`src/hdl/dq_pkg.sv`:
```
`timescale 1ns / 1ps

package dq_pkg;

    // Storage geometry of the ring.
    localparam int DEPTH   = 1024;
    localparam int DATA_W  = 32;
    localparam int PTR_W   = $clog2(DEPTH);
    localparam int CNT_W   = $clog2(DEPTH + 1);

    // Fixed widths of the beat fields.
    localparam int CMD_W   = 3;
    localparam int WORD_W  = 32;
    localparam int STAT_W  = 2;
    localparam int COUNT_W = 11;

    // Command codes; codes above CMD_QUERY act as a query.
    typedef enum logic [CMD_W-1:0] {
        CMD_PUSH_FRONT = 3'd0,
        CMD_PUSH_BACK  = 3'd1,
        CMD_POP_FRONT  = 3'd2,
        CMD_POP_BACK   = 3'd3,
        CMD_QUERY      = 3'd4
    } t_cmd;

    // Result status codes.
    typedef enum logic [STAT_W-1:0] {
        ST_OK    = 2'd0,
        ST_EMPTY = 2'd1,
        ST_FULL  = 2'd2
    } t_status;

    // Controller states.
    typedef enum logic [1:0] {
        S_IDLE,
        S_EXEC,
        S_FETCH,
        S_REPORT
    } t_state;

    // One input beat.
    typedef struct packed {
        logic [CMD_W-1:0]  cmd;
        logic [WORD_W-1:0] push_value;
    } t_item;

    // One result beat.
    typedef struct packed {
        logic [WORD_W-1:0]  popped_value;
        logic [STAT_W-1:0]  status;
        logic [COUNT_W-1:0] entry_count;
        logic               is_empty;
        logic [WORD_W-1:0]  front_word;
        logic [WORD_W-1:0]  back_word;
    } t_result;

    // Commands from the controller to the datapath.
    typedef struct packed {
        logic load;
        logic exec;
        logic fetch;
    } t_dp_cmd;

    // Status from the datapath to the controller.
    typedef struct packed {
        logic need_fetch;
    } t_dp_stat;

endpackage

```
`src/hdl/dq_ctrl.sv`:
```
`timescale 1ns / 1ps

module dq_ctrl (
    input  logic             i_clk,
    input  logic             i_rst_n,
    input  logic             i_start,
    input  dq_pkg::t_dp_stat i_stat,
    output dq_pkg::t_dp_cmd  o_cmd,
    output logic             o_busy,
    output logic             o_done
);
    import dq_pkg::*;

    t_state r_state, n_state;

    // Next-state logic.
    always_comb begin
        n_state = r_state;
        case (r_state)
            S_IDLE: begin
                if (i_start) begin
                    n_state = S_EXEC;
                end
            end
            S_EXEC: begin
                n_state = i_stat.need_fetch ? S_FETCH : S_REPORT;
            end
            S_FETCH: begin
                n_state = S_REPORT;
            end
            S_REPORT: begin
                n_state = i_start ? S_EXEC : S_IDLE;
            end
            default: begin
                n_state = S_IDLE;
            end
        endcase
    end

    // Output decode; a new beat may be taken while the result is shown.
    always_comb begin
        o_busy       = 1'b1;
        o_done       = 1'b0;
        o_cmd.load   = 1'b0;
        o_cmd.exec   = 1'b0;
        o_cmd.fetch  = 1'b0;
        case (r_state)
            S_IDLE: begin
                o_busy     = 1'b0;
                o_cmd.load = i_start;
            end
            S_EXEC: begin
                o_cmd.exec = 1'b1;
            end
            S_FETCH: begin
                o_cmd.fetch = 1'b1;
            end
            S_REPORT: begin
                o_busy     = 1'b0;
                o_done     = 1'b1;
                o_cmd.load = i_start;
            end
            default: begin
                o_busy = 1'b1;
            end
        endcase
    end

    // State register.
    always_ff @(posedge i_clk) begin
        if (!i_rst_n) begin
            r_state <= S_IDLE;
        end else begin
            r_state <= n_state;
        end
    end

    // The result strobe lasts a single cycle.
    a_done_pulse: assert property (@(posedge i_clk) disable iff (!i_rst_n)
        o_done |=> !o_done)
        else $error("result strobe held longer than one cycle");

    // An accepted beat is executed on the following cycle.
    a_accept_exec: assert property (@(posedge i_clk) disable iff (!i_rst_n)
        (i_start && !o_busy) |=> o_cmd.exec)
        else $error("accepted beat not executed");

endmodule

```
`config.mk`:
```
export PLATFORM = sky130hd
export DESIGN_NAME = dq_ctrl
export DESIGN_NICKNAME = d
export VERILOG_FILES = /design/src/hdl/dq_pkg.sv /design/src/hdl/dq_ctrl.sv
export SDC_FILE = /design/constraint.sdc
export NUM_CORES = 1
export LEC_CHECK = 0
export BUFFER_PORTS_ARGS = -buffer_cell sky130_fd_sc_hd__buf_2
export CAP_MARGIN = 20
export CORE_AREA = 2 2 39 41
export CTS_BUF_LIST = sky130_fd_sc_hd__clkbuf_16
export CTS_CLUSTER_DIAMETER = 100
export CTS_CLUSTER_SIZE = 14
export DETAILED_ROUTE_END_ITERATION = 12
export DIE_AREA = 0 0 41 43
export SLEW_MARGIN = 30
export SYNTH_ARGS = -nofsm -noshare
export SYNTH_HDL_FRONTEND = slang
export SYNTH_SLANG_ARGS = --single-unit
export TNS_END_PERCENT = 50
```
`constraint.sdc`:
```
create_clock -name i_clk -period 2 [get_ports i_clk]
set_input_delay 0.2 -clock i_clk [delete_from_list [all_inputs] [get_ports i_clk]]
set_output_delay 0.2 -clock i_clk [all_outputs]
set_load 0.01 [all_outputs]
```
==> results of run 1 <==
==> worst max-delay path, delay by kind of cell, from the launching register on <==
kind                     cells  cell delay [ps]
flip-flops                   1              360
adder cells (fa/ha/maj)      1              320
buffers and inverters        2              220
AND/OR/NAND/NOR              1              100
==> cell families (layout without fill, tap and decap cells) <==
logic type               after synthesis  after routing  synth area share
buffers and inverters                  4             15            0.0851
adder cells (fa/ha/maj)                5              5             0.355
flip-flops                             2              2             0.227
AO/OA/AOI/OAI                          4              4             0.184
AND/OR/NAND/NOR                        5              5             0.149
==> stage by stage <==
stage          instance area, µm²  power, W  setup slack [ps]  utilization
2_1_floorplan                 176  0.000166               813            -
3_3_place_gp                  236  0.000212               800        0.171
6_report                      312  0.000505               577        0.225
3_5_place_dp                  236  0.000214               787        0.171
5_1_grt                       312  0.000547               468        0.225
4_1_cts                       312  0.000516               556        0.225
==> area by class of cell <==
cell class | instances | area (µm²) | area share
clock buffers | 3 | 75.1 | 0.241
inverters | 4 | 15.0 | 0.0482
multi-input cells | 14 | 121 | 0.390
flip-flops and latches | 2 | 40.0 | 0.129
well taps | 16 | 20.0 | 0.0643
repair buffers | 8 | 40.0 | 0.129
==> final timing paths <==
path                                         startpoint                 endpoint  slack [ps]  depth (start not counted)
worst min-delay path                            i_rst_n  r_state[0]$_SDFFE_PN0P_         260                          2
worst min register to register  r_state[0]$_SDFFE_PN0P_  r_state[0]$_SDFFE_PN0P_         570                          1
worst max register to register  r_state[1]$_SDFFE_PN0P_  r_state[1]$_SDFFE_PN0P_         790                          5
worst max-delay path            r_state[0]$_SDFFE_PN0P_                 o_cmd[2]         580                          4
==> layer usage <==
metal  vias up  global-route usage
met2         6              0.0656
li1         91                   -
met3         2              0.0471
met4         0              0.0800
met1        75              0.0735
met5         -                   0
==> power breakdown <==
part	switching [W]	internal [W]
logic	0.0000801	0.0000642
registers	0.0000119	0.0000527
clock network	0.0000416	0.000254
==> cell usage in the layout (no fill, tap or decap) <==
master     instances
buf_2              8
or3_1              1
inv_1              4
a21boi_1           1
ha_1               5
dfxtp_1            2
nor2b_1            2
o221ai_1           1
nor2_1             2
o21ai_0            1
clkbuf_16          3
o311a_2            1
==> flow_summary.ini, run 1 <==
[status]
status = complete, no violations

[timing]
whs_ps = 256
worst_slew_pin_slew_ps = 182
fin_worst_skew_ps = 0.978
maxClockFrequency_mhz = 703
slew_headroom = 0.878
hold_violations = 0
grt_setup_unrepaired = no
slew_viol_final = 0
setup_tns_ps = 0
fin_crit_ps = 1420
min_period_over_period = 0.712
setup_viol = 0

[layout]
fill_cells = 158
final_cells = 47
final_layout_size_suffix_gt1_frac = 0.387
largestRegisters = r_state (2)
area_growth_pct = 76.6
num-nets-final = 42
diodes = 0
largest_reg_flops = 2
top_register = r_state

[power_and_ir_drop]
p_leak_nw = 0.161
p_per_area_nw_per_um2 = 1620
ir_drop_mv = 0.397

[global_route]
globalRoute.totalOverflow = 0
grt_antenna_before_repair = 0
grt_max_degree = 7
grt_pass1_wl_um = 676
grt_pass1_vias = 166
grt_usage = 0.0651

[clock_network]
cts.sinks = 2
cts_buffers = 3
holdBufCountCts = 0
htree_num_levels = 1
clkLatencyLatePin_ps = 220
root_buffer = clkbuf_16
clkTransAtPathRegs_ps = 30
post_cts_buffers = 0
cts_tree = yes
cts.repair.resized = 0
ctsLongestPathBuffers = 2

[worst_setup_path]
required_ps = 1800
cp-end-kind = output pin
slowest_delay_ps = 360
crit_type = reg -> out
crit_arrival_ps = 1220
cp_max_fo = 4
path_cells = inv_1 -> ha_1 -> nor2b_1 -> buf_2
start_kind = flip-flop
cpMaxStageDelayCell = dfxtp_1

[run]
max-cap-violations = 0

[route]
first_pass_iters = 1
top_layer = met4
drcViolationCount = 0
drt-initial-drc-count = 0
wl_met2_um = 164
route.vias.total = 174
wl_met3_um = 41
drtAntennaViolNets = 0
via_per_inst = 3.70
wire_per_inst_um = 8.13
drt_wl_total_um = 382
drt-met1-wl_um = 171

[yosys]
synth_cell_types = 10
synth_commonest_cells = ha_1 (5), inv_1 (4), dfxtp_1 (2), nor2_1 (2), nor2b_1 (2)
synth_area_leaders = ha_1 (35%), dfxtp_1 (23%), inv_1 (8.5%), nor2b_1 (7.1%), o311a_2 (6.4%)
synth_ff_type = dfxtp_1
synth_top_area_cell = ha_1
ys_seq_area_frac = 0.227
synth_edf_count = 0
syn_area_um2 = 176
synth_fp_nets = 29
yosysMostFrequentCell = ha_1
async_flop_share = 0
ys.warnings.count = 0
syn_inst = 20
syn_avg_cell_area_um2 = 8.82
synth-seq-cells = 2
yosys.area.top_type_share = 0.355

[floorplan]
initial_core_util = 0.127
pin_count = 9
dieArea_um2 = 1760
dieWidth_um = 41
rows = 14
core_um2 = 1380
dieHeight_um = 43

[placed_design]
placed_cells_incl_taps = 44
port_buffers = 8
gp_congestion = 0.633

[hold_path]
hold_path_class = in -> reg
Power figures use the tool's default switching activity.
==> run 2: changes to the inputs <==
==> constraint.sdc (replaced) <==
create_clock -name i_clk -period 1.5 [get_ports i_clk]
set_input_delay 0.15 -clock i_clk [delete_from_list [all_inputs] [get_ports i_clk]]
set_output_delay 0.15 -clock i_clk [all_outputs]
set_load 0.01 [all_outputs]
==> run 2 against run 1 <==
Compared with the run above:
- flip-flop and latch count did not move
- largest power group unchanged
- clock power is 35% higher
- clock skew is 1.4 ps higher
- largest cell class unchanged
==> flow_summary.ini, run 2 (synthesis gave the netlist of run 1 again) <==
[worst_setup_path]
crit_type = reg -> out
start_kind = flip-flop
reg2reg_setup_slack_ps = 300
r2r_start = r_state[1]$_SDFFE_PN0P_
slowest_delay_ps = 350
crit_arrival_ps = 1200
path_cells = inv_1 -> ha_1 -> nor2b_1 -> buf_2
cp-end-kind = output pin
required_ps = 1350
cp_max_fo = 4
r2r_cells = 5
r2r_end = r_state[1]$_SDFFE_PN0P_
cpMaxStageDelayCell = dfxtp_2

[timing]
setup_tns_ps = 0
fin_crit_ps = 1350
fin_ws_ps = 147
worst_slew_pin_slew_ps = 191
fin_worst_skew_ps = 2.34
hold_violations = 0
setup_viol = 0
min_period_over_period = 0.902
slew_headroom = 0.873
grt_setup_unrepaired = no
maxClockFrequency_mhz = 739
slew_viol_final = 0

[floorplan]
dieHeight_um = 43
dieArea_um2 = 1760
dieWidth_um = 41
pin_count = 9
core_um2 = 1380
initial_core_util = 0.127
rows = 14

[hold_path]
hold_path_class = in -> reg
holdPathEnd = r_state[1]$_SDFFE_PN0P_
worstHoldPathCells = 2
hold_start = i_rst_n

[layout]
fill_cells = 164
final_layout_size_suffix_gt1_frac = 0.419
layout_commonest_cell = buf_2
area_growth_pct = 77.3
num-nets-final = 42
largest_reg_flops = 2
layout_common_cells = buf_2 (8), ha_1 (5), inv_1 (4), clkbuf_16 (3)
largestRegisters = r_state (2)
top_register = r_state
diodes = 0

[global_route]
grt_pass1_vias = 181
grt_pass1_wl_um = 738
grt_antenna_before_repair = 0
gr-usage-met2 = 0.0813
grt_util_met1 = 0.0735
globalRoute.totalOverflow = 0
grt_util_met3 = 0.0785
gr-max-usage-layer = met4
grt_max_degree = 7
grt_usage = 0.0792

[route]
route.vias.total = 173
drt-initial-drc-count = 1
drt_wl_total_um = 415
via_per_inst = 3.68
wire_per_inst_um = 8.83
drcViolationCount = 0
drtAntennaViolNets = 0
first_pass_iters = 4

[status]
status = complete, no violations

[power_and_ir_drop]
p_leak_nw = 0.161
ir_drop_mv = 0.586
p_per_area_nw_per_um2 = 2180

[clock_network]
cts_buffers = 3
holdBufCountCts = 0
root_buffer = clkbuf_16
clkTransAtPathRegs_ps = 30
cts_tree = yes
cts.sinks = 2
ctsLongestPathBuffers = 2
htree_num_levels = 1
cts.repair.resized = 0
clkLatencyLatePin_ps = 220
post_cts_buffers = 0

[placed_design]
pre_cts_ws_ps = 287
gp_congestion = 0.635
port_buffers = 8

[run]
max-cap-violations = 0
==> run 2: cell counts in the layout (fill, tap and decap cells not counted) <==
Identical to the previous run, type by type.
==> run 2: how the worst max path moves through the flow <==
stage	to	cells after the start	slack (ps)	startpoint
final	o_cmd[2]	4	150	r_state[0]$_SDFFE_PN0P_
after global routing	o_cmd[2]	4	10	r_state[1]$_SDFFE_PN0P_
after CTS	o_cmd[2]	4	80	r_state[0]$_SDFFE_PN0P_
after detailed placement	r_state[1]$_SDFFE_PN0P_	5	290	r_state[0]$_SDFFE_PN0P_
after global placement	r_state[1]$_SDFFE_PN0P_	5	320	r_state[0]$_SDFFE_PN0P_
after floorplan	o_cmd[2]	3	360	r_state[0]$_SDFFE_PN0P_
==> run 2: stage by stage <==
step	total power [W]	cells	util	cell area, µm²	hold WS [ps]
floorplan	0.000221	20	-	176	303
global placement	0.000281	44	0.171	236	408
detailed placement	0.000286	44	0.171	236	430
CTS	0.000695	47	0.225	312	200
global route	0.000738	47	0.226	313	211
finish	0.000682	47	0.226	313	200
==> run 2: routing by layer <==
layer,wire (µm),share of wire
met3,53,0.13
met2,183,0.44
met5,0,0
met4,12,0.029
met1,164,0.40
==> run 2: worst max-delay path: cells and delay by family (launching register included) <==
family,cells,cell delay [ps]
flops,1,350
fa+ha+maj,1,320
buf+inv,2,210
simple gates,1,110
==> run 2: where the power goes <==
| part | leakage, nW | total (W) | internal (W) | switching [W] |
|---|---|---|---|---|
| combinational | 0.107 | 0.000194 | 0.0000853 | 0.000109 |
| clock | 0.0370 | 0.000400 | 0.000339 | 0.0000611 |
| sequential | 0.0168 | 0.0000877 | 0.0000720 | 0.0000157 |
==> run 2: area by class of cell <==
class                      instances  area [µm²]  share of cell area
tap                               16        20.0              0.0640
clock buffer                       3        75.1               0.240
sequential                         2        41.3               0.132
inverter                           4        15.0              0.0480
multi-input combinational         14         121               0.388
timing repair buffer               8        40.0               0.128
